$ cat src/assert_macros.svh
// Assertion macros shared by the RTL files.
// ASSERT_RST checks only while reset is released; ASSERT_ANY checks at every edge.
`ifndef ASSERT_MACROS_SVH
`define ASSERT_MACROS_SVH
`ifndef NO_ASSERTIONS
`define ASSERT_RST(lbl, clk, rst_n, prop) \
  lbl: assert property (@(posedge clk) disable iff (!rst_n) prop) else $error("assertion failed");
`define ASSERT_ANY(lbl, clk, prop) \
  lbl: assert property (@(posedge clk) prop) else $error("assertion failed");
`else
`define ASSERT_RST(lbl, clk, rst_n, prop)
`define ASSERT_ANY(lbl, clk, prop)
`endif
`endif

$ cat src/vna_ram.sv
module vna_ram #(
  parameter int unsigned WIDTH = 8,
  parameter int unsigned DEPTH = 16,
  localparam int unsigned ADDR_W = (DEPTH > 1) ? $clog2(DEPTH) : 1
) (
  input  logic                     clk,
  input  logic                     we,
  input  logic [ADDR_W-1:0]        waddr,
  input  logic [WIDTH-1:0]         wdata,
  input  logic [ADDR_W-1:0]        raddr,
  output logic [WIDTH-1:0]         rdata
);

  logic [WIDTH-1:0] mem [DEPTH];
  logic [WIDTH-1:0] rdata_r;

  always_ff @(posedge clk) begin
    if (we) begin
      mem[waddr] <= wdata;
    end
    rdata_r <= mem[raddr];
  end

  assign rdata = rdata_r;

endmodule

$ cat config.mk
export PLATFORM = sky130hd
export DESIGN_NAME = vna_ram
export DESIGN_NICKNAME = d
export VERILOG_FILES = /design/src/assert_macros.svh /design/src/vna_ram.sv
export SDC_FILE = /design/constraint.sdc
export NUM_CORES = 1
export LEC_CHECK = 0
export BUFFER_PORTS_ARGS = -buffer_cell sky130_fd_sc_hd__buf_4
export CORE_MARGIN = 3
export CORE_UTILIZATION = 46
export CTS_BUF_LIST = sky130_fd_sc_hd__clkbuf_8
export DETAILED_ROUTE_END_ITERATION = 7
export SLEW_MARGIN = 10
export SYNTH_ARGS = -nofsm -noshare
export SYNTH_HDL_FRONTEND = slang
export SYNTH_SLANG_ARGS = --single-unit
$ cat constraint.sdc
create_clock -name clk -period 1.9 [get_ports clk]
set_input_delay 0 -clock clk [delete_from_list [all_inputs] [get_ports clk]]
set_output_delay 0 -clock clk [all_outputs]
set_load 0.02 [all_outputs]
==> results of run 1 <==
[worst max-delay path: stages, from the launching register on]
cell and delay (ns):
edfxtp_1 0.34, mux4_1 0.50, a22oi_1 0.30, nand2_1 0.10
[power by group through the flow]
stage	registers (mW)	logic [mW]	clock network, mW
final	3.37	0.367	2.44
after global routing	3.37	0.395	2.65
after CTS	3.37	0.374	2.50
after detailed placement	3.44	0.360	0
after global placement	3.43	0.354	0
after floorplan	3.46	0.170	0
[cells in the final DEF (no fill, tap or decap), types with 2 or more instances in the layout]
cell type and count:
nor2_1 13, nand2_1 9, dfxtp_1 8, mux4_2 18, clkbuf_8 18, nand2b_1 2, edfxtp_1 128, mux4_1 14
buf_4 44, nand3b_1 2, nor3_1 4, dlygate4sd3_1 8, bufinv_16 4, inv_1 5, clkinvlp_4 2, clkinv_2 3
a22oi_1 16, buf_12 2
[layer usage]
metal	share of wire, %	GRT usage (%)
met1	45	22.5
met2	49	25.1
met3	4.9	4.67
met4	1.6	6.57
met5	0	0
[flip-flops by register name (all words and copies together) (netlist names)]
register	flops
mem	128
rdata	8
[cell families (layout without fill, tap and decap cells)]
kind of cell	after synthesis	count (layout)	synth area share, %
simple gates	35	35	3.18
buf+inv	10	86	1.68
mux	32	32	15.0
compound gates	16	16	2.33
flops	136	136	77.8
[final timing paths]
check                           slack [ns]   endpoint
worst max-delay path                  0.54   rdata[5]
worst min-delay path                  0.09  mem[4][7]
worst max register to register        0.54   rdata[5]
worst min register to register        0.67   rdata[3]
[through the flow]
stage               hold slack, ns  instance area, sq um
floorplan                   0.0989                  5150
global placement             0.307                  5600
detailed placement           0.317                  5600
CTS                         0.0635                  6100
global route                0.0838                  6100
finish                      0.0907                  6100
[layout make-up]
| class | instances | area [sq um] |
|---|---|---|
| tap | 136 | 170 |
| clock inverter | 14 | 169 |
| fill | 798 | 4500 |
| multi-input combinational | 83 | 1060 |
| clock buffer | 18 | 248 |
| sequential | 136 | 4000 |
| timing repair buffer | 54 | 450 |
==> impl_results.html, run 1 <==
<table>
<tr><th>Metric</th><th>Value</th></tr>
<tr><th colspan="2">Global route</th></tr>
<tr><td>Global-route wire length before repair</td><td>between 10 and 15 mm</td></tr>
<tr><td>Number of antenna violations at the first check in global routing</td><td>0</td></tr>
<tr><td>Total global-route track usage</td><td>~16%</td></tr>
<tr><td>Maximum number of pins on one net before global-route repair</td><td>33</td></tr>
<tr><td>Number of global-route vias before repair</td><td>approximately 2.5k</td></tr>
<tr><td>Global-route congestion overflow total</td><td>0</td></tr>
<tr><th colspan="2">Job</th></tr>
<tr><td>Count of max-cap constraint violations</td><td>0</td></tr>
<tr><th colspan="2">Yosys</th></tr>
<tr><td>Number of register bits inferred by synthesis</td><td>roughly 140</td></tr>
<tr><td>Area share of the largest cell type after synthesis</td><td>between 70% and 80%</td></tr>
<tr><td>Register area share after synthesis</td><td>between 70 and 80%</td></tr>
<tr><td>Number of different library cells in the post-synthesis netlist</td><td>19</td></tr>
<tr><td>Post-Synthesis Net Count</td><td>247</td></tr>
<tr><td>Most instantiated flip-flop cell in the synthesis netlist</td><td>edfxtp_1</td></tr>
<tr><td>Average footprint of a synthesized cell</td><td>about 22 sq um</td></tr>
<tr><td>Count of warnings emitted by yosys</td><td>0</td></tr>
<tr><td>Fraction of registers with async set or reset after synthesis</td><td>0%</td></tr>
<tr><td>Synth Cell Area</td><td>roughly 5000 sq um</td></tr>
<tr><td>Most frequent cell after synthesis</td><td>edfxtp_1</td></tr>
<tr><td>Synth area leader</td><td>edfxtp_1</td></tr>
<tr><td>List of most frequent post-synthesis cells</td><td>edfxtp_1 (128), mux4_2 (18), a22oi_1 (16)</td></tr>
<tr><td>Post-synth EDFFs</td><td>about 130</td></tr>
<tr><td>Post-Synthesis Cells</td><td>229</td></tr>
<tr><td>Cells taking the most area after synthesis</td><td>edfxtp_1 (75%), mux4_2 (7.9%), mux4_1 (7.1%)</td></tr>
<tr><th colspan="2">Clocking</th></tr>
<tr><td>Number of hold buffers added after cts</td><td>8</td></tr>
<tr><td>Total clock sinks</td><td>about 140</td></tr>
<tr><td>Number of levels the H-tree was split into</td><td>4</td></tr>
<tr><td>TritonCTS clock tree</td><td>yes</td></tr>
<tr><td>Root Buffer</td><td>clkbuf_8</td></tr>
<tr><td>Number of buffers created by CTS</td><td>17</td></tr>
<tr><td>CTS Buffer Depth</td><td>2</td></tr>
<tr><td>Clock Pin Slew Worst Setup and Hold Paths</td><td>approximately 0.08 ns</td></tr>
<tr><td>Later-pin clock latency in the skew report</td><td>around 0.43 ns</td></tr>
<tr><td>Number of instances resized during post-cts repair</td><td>0</td></tr>
<tr><td>Setup repair bufs after CTS</td><td>0</td></tr>
<tr><th colspan="2">Finish</th></tr>
<tr><td>Fraction of final layout cells with drive strength greater than 1</td><td>30.2%</td></tr>
<tr><td>Finished Core Util</td><td>a little under three fifths</td></tr>
<tr><td>Final Instance Count excl. Fillers</td><td>~440</td></tr>
<tr><td>Antenna Cells</td><td>0</td></tr>
<tr><td>Total number of nets in the final design</td><td>310</td></tr>
<tr><td>Layout area overhead</td><td>18.5%</td></tr>
<tr><th colspan="2">Floorplan</th></tr>
<tr><td>Std cell rows</td><td>37</td></tr>
<tr><td>Total Die Area</td><td>around 12000 sq um</td></tr>
<tr><td>Height of the chip</td><td>112 um</td></tr>
<tr><td>I/O pins</td><td>26</td></tr>
<tr><td>Die width</td><td>between 100 and 150 um</td></tr>
<tr><td>Starting density of the core</td><td>between 40 and 50%</td></tr>
<tr><td>Core footprint</td><td>about 11000 sq um</td></tr>
<tr><th colspan="2">Setup path</th></tr>
<tr><td>Type of origin of the critical path</td><td>flip-flop</td></tr>
<tr><td>Worst setup path startpoint</td><td>mem[1][5]</td></tr>
<tr><td>Launch instance of the worst register-to-register path</td><td>mem[1][5]</td></tr>
<tr><td>Kind of critical path</td><td>reg2reg</td></tr>
<tr><td>CP Data Required Time</td><td>about 2.2 ns</td></tr>
<tr><td>Arrival time worst endpoint</td><td>1.67 ns</td></tr>
<tr><td>Worst R2R Path Depth</td><td>3</td></tr>
<tr><td>Worst Path Max Fanout</td><td>1</td></tr>
<tr><td>Category of the worst setup path capture point</td><td>flip-flop</td></tr>
<tr><th colspan="2">Detailed routing</th></tr>
<tr><td>DRC violations left</td><td>0</td></tr>
<tr><td>Antenna violation net count after detailed routing</td><td>0</td></tr>
<tr><td>Vias per cell</td><td>5.58</td></tr>
<tr><td>Drt first pass iters</td><td>6</td></tr>
<tr><td>Number of DRC violations after detailed-routing iteration 0</td><td>roughly 230</td></tr>
<tr><td>Total Routed Length</td><td>~9.6 mm</td></tr>
<tr><td>Vias</td><td>roughly 2.5k</td></tr>
<tr><td>Drt wl/cell</td><td>roughly 22 um</td></tr>
<tr><th colspan="2">Pwr</th></tr>
<tr><td>Switch share</td><td>between 10% and 20%</td></tr>
<tr><td>Combinational cell fraction of total power</td><td>roughly 6%</td></tr>
<tr><td>Switching power</td><td>roughly 1.2 mW</td></tr>
<tr><td>Post-layout total power</td><td>a little over 6 mW</td></tr>
<tr><td>Total leakage power</td><td>between 2 and 2.5 nW</td></tr>
<tr><td>Cell-internal power</td><td>just under 5 mW</td></tr>
<tr><td>Cell Pwr Density</td><td>between 1000 and 1500 nW/um^2</td></tr>
<tr><td>Sequential group share of total power</td><td>between 50 and 60%</td></tr>
<tr><td>Clock share of power</td><td>39.5%</td></tr>
<tr><td>Worst vdd ir</td><td>roughly 0.00053 V</td></tr>
<tr><th colspan="2">Placement</th></tr>
<tr><td>Global placement routability congestion</td><td>~0.69</td></tr>
<tr><td>Count of buffers inserted at the top-level ports</td><td>25</td></tr>
<tr><td>Placed Cells incl. Taps</td><td>401</td></tr>
<tr><td>Placement Setup Slack</td><td>about 0.36 ns</td></tr>
<tr><td>Dpl hpwl</td><td>6.27 mm</td></tr>
<tr><th colspan="2">Hold path</th></tr>
<tr><td>Class of the most critical hold timing path</td><td>in2reg</td></tr>
<tr><td>Hold path startpoint</td><td>waddr[0]</td></tr>
<tr><td>Number of cells traversed by the worst hold path</td><td>3</td></tr>
<tr><th colspan="2">STA</th></tr>
<tr><td>Finish-stage setup viols</td><td>0</td></tr>
<tr><td>Peak Freq</td><td>~730 MHz</td></tr>
<tr><td>Hold violation count in the final report</td><td>0</td></tr>
<tr><td>Setup repair after global routing missed its margin</td><td>no</td></tr>
<tr><td>Shortest clock period the worst path allows after layout</td><td>1.36 ns</td></tr>
<tr><td>Worst rel slew slack</td><td>between 60% and 70%</td></tr>
<tr><td>Setup skew after layout</td><td>around 0.012 ns</td></tr>
<tr><td>Setup TNS after final layout</td><td>0 ns</td></tr>
<tr><td>Actual transition at the worst max-transition pin</td><td>approximately 0.48 ns</td></tr>
<tr><td>Max-slew violation count</td><td>0</td></tr>
<tr><td>Final worst-path setup slack</td><td>0.535 ns</td></tr>
<tr><td>Final cycle utilization of the critical path</td><td>between 70% and 80%</td></tr>
<tr><th colspan="2">Run status</th></tr>
<tr><td>Result of the run</td><td>complete, no violations</td></tr>
</table>
Note: power is estimated with default switching activity, not from simulation.
==> inputs of run 2 (changes only) <==
--- a/config.mk
+++ b/config.mk
@@ -5,6 +5,7 @@
 export SDC_FILE = /design/constraint.sdc
 export NUM_CORES = 1
 export LEC_CHECK = 0
+export ABC_AREA = 1
 export BUFFER_PORTS_ARGS = -buffer_cell sky130_fd_sc_hd__buf_4
 export CORE_MARGIN = 3
 export CORE_UTILIZATION = 46
==> constraint.sdc (replaced) <==
create_clock -name clk -period 1.2 [get_ports clk]
set_input_delay 0 -clock clk [delete_from_list [all_inputs] [get_ports clk]]
set_output_delay 0 -clock clk [all_outputs]
set_load 0.02 [all_outputs]
==> impl_results.html, run 2 <==
<table>
<tr><th>Metric</th><th>Value</th></tr>
<tr><th colspan="2">Clocking</th></tr>
<tr><td>CTS Buffer Depth</td><td>2</td></tr>
<tr><td>Total clock sinks</td><td>136</td></tr>
<tr><td>TritonCTS clock tree</td><td>yes</td></tr>
<tr><td>Clock Pin Slew Worst Setup and Hold Paths</td><td>about 0.080 ns</td></tr>
<tr><td>Number of buffers created by CTS</td><td>17</td></tr>
<tr><td>Root Buffer</td><td>clkbuf_8</td></tr>
<tr><td>Number of levels the H-tree was split into</td><td>4</td></tr>
<tr><td>Later-pin clock latency in the skew report</td><td>around 0.43 ns</td></tr>
<tr><th colspan="2">Yosys</th></tr>
<tr><td>Synth area leader</td><td>edfxtp_1</td></tr>
<tr><td>Most instantiated flip-flop cell in the synthesis netlist</td><td>edfxtp_1</td></tr>
<tr><td>Cells taking the most area after synthesis</td><td>edfxtp_1 (67%), nand2_1 (11%), nand3_1 (8.4%)</td></tr>
<tr><td>Average footprint of a synthesized cell</td><td>roughly 10 sq um</td></tr>
<tr><td>Dominant combinational cell family by area after synthesis</td><td>simple AND/OR/NAND/NOR gates</td></tr>
<tr><td>Share of synthesized area spent on multiplexers</td><td>0%</td></tr>
<tr><td>Most frequent cell after synthesis</td><td>nand2_1</td></tr>
<tr><td>Register area share after synthesis</td><td>a little over two thirds</td></tr>
<tr><td>Number of different library cells in the post-synthesis netlist</td><td>12</td></tr>
<tr><td>Synth Cell Area</td><td>approximately 5800 sq um</td></tr>
<tr><td>Post-synthesis share of cell area spent on and, or, nand and nor gates</td><td>21.0%</td></tr>
<tr><td>Post-synth EDFFs</td><td>~130</td></tr>
<tr><td>Fraction of registers with async set or reset after synthesis</td><td>0%</td></tr>
<tr><td>Number of register bits inferred by synthesis</td><td>136</td></tr>
<tr><td>List of most frequent post-synthesis cells</td><td>nand2_1 (173), edfxtp_1 (128), inv_1 (100)</td></tr>
<tr><td>Area share of the largest cell type after synthesis</td><td>66.7%</td></tr>
<tr><td>Post-Synthesis Cells</td><td>~550</td></tr>
<tr><td>XOR/XNOR share of the synthesized area</td><td>0%</td></tr>
<tr><td>Compound-gate portion of the synthesized area</td><td>0%</td></tr>
<tr><td>Count of warnings emitted by yosys</td><td>0</td></tr>
<tr><td>Adder and majority cell fraction of the synthesized area</td><td>0%</td></tr>
<tr><td>Post-Synthesis Net Count</td><td>569</td></tr>
<tr><th colspan="2">Detailed routing</th></tr>
<tr><td>Vias per cell</td><td>4.96</td></tr>
<tr><td>Drt first pass iters</td><td>5</td></tr>
<tr><td>Drt wl/cell</td><td>between 15 and 20 um</td></tr>
<tr><td>Total Routed Length</td><td>approximately 13 mm</td></tr>
<tr><td>Number of DRC violations after detailed-routing iteration 0</td><td>339</td></tr>
<tr><td>DRC violations left</td><td>0</td></tr>
<tr><td>Vias</td><td>3907</td></tr>
<tr><td>Antenna violation net count after detailed routing</td><td>0</td></tr>
<tr><th colspan="2">Setup path</th></tr>
<tr><td>Max stage delay on crit path</td><td>about 0.54 ns</td></tr>
<tr><td>Cells along the critical path</td><td>dlygate4sd3_1 -&gt; buf_4 -&gt; inv_1 -&gt; buf_4 -&gt; nand3_1 -&gt; nand3_1 -&gt; nand2_1</td></tr>
<tr><td>Worst R2R Path Depth</td><td>6</td></tr>
<tr><td>Slowest stage cell, crit path</td><td>dlygate4sd3_1</td></tr>
<tr><td>Critical Path Stages</td><td>7</td></tr>
<tr><td>Critical Path End</td><td>rdata[5]</td></tr>
<tr><td>Category of the worst setup path capture point</td><td>flip-flop</td></tr>
<tr><td>Kind of critical path</td><td>in2reg</td></tr>
<tr><td>Worst setup path startpoint</td><td>raddr[2]</td></tr>
<tr><td>Arrival time worst endpoint</td><td>1.44 ns</td></tr>
<tr><td>Worst reg2reg path endpoint</td><td>rdata[0]</td></tr>
<tr><td>Launch instance of the worst register-to-register path</td><td>mem[5][0]</td></tr>
<tr><td>Buffer and inverter count on the worst path</td><td>4</td></tr>
<tr><td>R2R setup slack</td><td>roughly 0.15 ns</td></tr>
<tr><td>Type of origin of the critical path</td><td>input port</td></tr>
<tr><td>CP Data Required Time</td><td>~1.5 ns</td></tr>
<tr><td>Cell family with the largest share of critical-path delay</td><td>buffers and inverters</td></tr>
<tr><td>Worst Path Max Fanout</td><td>17</td></tr>
<tr><th colspan="2">STA</th></tr>
<tr><td>Setup skew after layout</td><td>roughly 0.0059 ns</td></tr>
<tr><td>Hold violation count in the final report</td><td>0</td></tr>
<tr><td>Setup repair after global routing missed its margin</td><td>no</td></tr>
<tr><td>Worst rel slew slack</td><td>approximately four fifths</td></tr>
<tr><td>Max-slew violation count</td><td>0</td></tr>
<tr><td>Peak Freq</td><td>between 800 and 900 MHz</td></tr>
<tr><td>Finish-stage setup viols</td><td>0</td></tr>
<tr><td>Actual transition at the worst max-transition pin</td><td>0.325 ns</td></tr>
<tr><td>Final cycle utilization of the critical path</td><td>roughly 93%</td></tr>
<tr><td>Setup TNS after final layout</td><td>0 ns</td></tr>
<tr><td>Shortest clock period the worst path allows after layout</td><td>around 1.1 ns</td></tr>
<tr><th colspan="2">Hold path</th></tr>
<tr><td>Class of the most critical hold timing path</td><td>in2reg</td></tr>
<tr><th colspan="2">Placement</th></tr>
<tr><td>Dpl hpwl</td><td>8.01 mm</td></tr>
<tr><td>Global placement routability congestion</td><td>approximately 0.82</td></tr>
<tr><td>Placed Cells incl. Taps</td><td>between 700 and 800</td></tr>
<tr><td>Count of buffers inserted at the top-level ports</td><td>25</td></tr>
<tr><th colspan="2">Floorplan</th></tr>
<tr><td>Total Die Area</td><td>roughly 14000 sq um</td></tr>
<tr><td>I/O pins</td><td>26</td></tr>
<tr><td>Height of the chip</td><td>118 um</td></tr>
<tr><td>Die width</td><td>around 120 um</td></tr>
<tr><td>Std cell rows</td><td>40</td></tr>
<tr><td>Core footprint</td><td>12100 sq um</td></tr>
<tr><td>Starting density of the core</td><td>a little under half</td></tr>
<tr><th colspan="2">Finish</th></tr>
<tr><td>Register with the most flip-flops</td><td>mem</td></tr>
<tr><td>Layout area overhead</td><td>17.3%</td></tr>
<tr><td>Largest register FFs</td><td>128</td></tr>
<tr><td>Commonest non-fill, non-tap cell in the layout</td><td>nand2_1</td></tr>
<tr><td>Finished Core Util</td><td>~56%</td></tr>
<tr><td>Most frequent cells in the layout</td><td>nand2_1 (173), edfxtp_1 (128), inv_1 (101)</td></tr>
<tr><td>Fraction of final layout cells with drive strength greater than 1</td><td>about an eighth</td></tr>
<tr><td>Fillcell total</td><td>around 1.1k</td></tr>
<tr><td>Total number of nets in the final design</td><td>624</td></tr>
<tr><td>Antenna Cells</td><td>0</td></tr>
<tr><td>Final Instance Count excl. Fillers</td><td>between 700 and 800</td></tr>
<tr><th colspan="2">Global route</th></tr>
<tr><td>Number of global-route vias before repair</td><td>around 3.8k</td></tr>
<tr><td>Global-route congestion overflow total</td><td>0</td></tr>
<tr><td>Global-route wire length before repair</td><td>between 20 and 25 mm</td></tr>
<tr><td>Maximum number of pins on one net before global-route repair</td><td>65</td></tr>
<tr><td>Total global-route track usage</td><td>between 10% and 20%</td></tr>
<tr><td>Number of antenna violations at the first check in global routing</td><td>0</td></tr>
<tr><th colspan="2">Pwr</th></tr>
<tr><td>Worst vdd ir</td><td>~0.00066 V</td></tr>
<tr><td>Cell Pwr Density</td><td>roughly 1500 nW/um^2</td></tr>
<tr><td>Post-layout total power</td><td>10.2 mW</td></tr>
<tr><td>Total leakage power</td><td>between 2 and 3 nW</td></tr>
<tr><th colspan="2">Run status</th></tr>
<tr><td>Result of the run</td><td>complete, no violations</td></tr>
<tr><th colspan="2">Job</th></tr>
<tr><td>Count of max-cap constraint violations</td><td>0</td></tr>
</table>
## run 2: cell types whose count changed after synthesis, moves of 3 or more
| cell | delta |
|---|---|
| mux4_1 | -14 |
| buf_4 | +3 |
| buf_6 | +3 |
| nor2_1 | +4 |
| buf_2 | +10 |
| mux4_2 | -18 |
| nand3_1 | +96 |
| nor3_1 | -4 |
| inv_1 | +100 |
| nand2_1 | +164 |
| a22oi_1 | -16 |
| clkdlybuf4s25_2 | -3 |
## run 2: timing repair
action,CTS,global route
hold endpoints to repair,136,0
setup buffers,0,0
endpoints found under the setup margin,0,0
hold buffers,10,0
gates resized for setup,0,0
## run 2: logic make-up after synthesis
group	after synthesis
simple gates	289
flops	136
buf+inv	126
## run 2: how the worst min path moves through the flow
stage,startpoint,end,slack (ns),cells after the start
after floorplan,wdata[0],mem[0][0],0.1,0
after global placement,raddr[3],rdata[0],0.34,3
after detailed placement,raddr[3],rdata[0],0.33,3
after CTS,we,mem[0][7],0.17,4
after global routing,we,mem[0][7],0.22,4
final,we,mem[0][7],0.19,4
## run 2: per-layer routing
metal | track usage, % | up-vias | wire length [um]
li1 | - | 1876 | -
met1 | 26.8 | 1881 | 5510
met2 | 30.3 | 129 | 6250
met3 | 4.42 | 21 | 897
met4 | 9.30 | 0 | 322
met5 | 0 | - | 0
## run 2: layout make-up
class	count	area [sq um]	share of cell area [%]
Timing Repair Buffer	60	513	7.59
Sequential cell	136	4000	59.2
Clock inverter	13	178	2.63
Tap cell	168	210	3.11
Inverter	102	383	5.66
Multi-Input combinational cell	289	1210	17.9
Clock buffer	19	262	3.87
## run 2: power by group
group	total [mW]	internal, mW	switching [mW]
sequential	5.33	5.30	0.0275
combinational	0.763	0.261	0.502
clock	4.08	2.36	1.72
## run 2: metrics by stage
| stage | hold slack, ns | setup WS (ns) | instance area, sq um |
|---|---|---|---|
| CTS | 0.172 | 0.0879 | 6760 |
| finish | 0.187 | 0.0879 | 6760 |
| global placement | 0.344 | 0.121 | 6220 |
| floorplan | 0.0989 | 0.249 | 5770 |
| global route | 0.222 | 0.0386 | 6760 |
| detailed placement | 0.328 | 0.111 | 6220 |
## run 2: worst reg2reg max path, delay by kind of cell, from the launching register on
family / cells / cell delay (ns)
buffers and inverters: 1 / 0.07
DFF: 1 / 0.37
and+or+nand+nor: 5 / 0.51
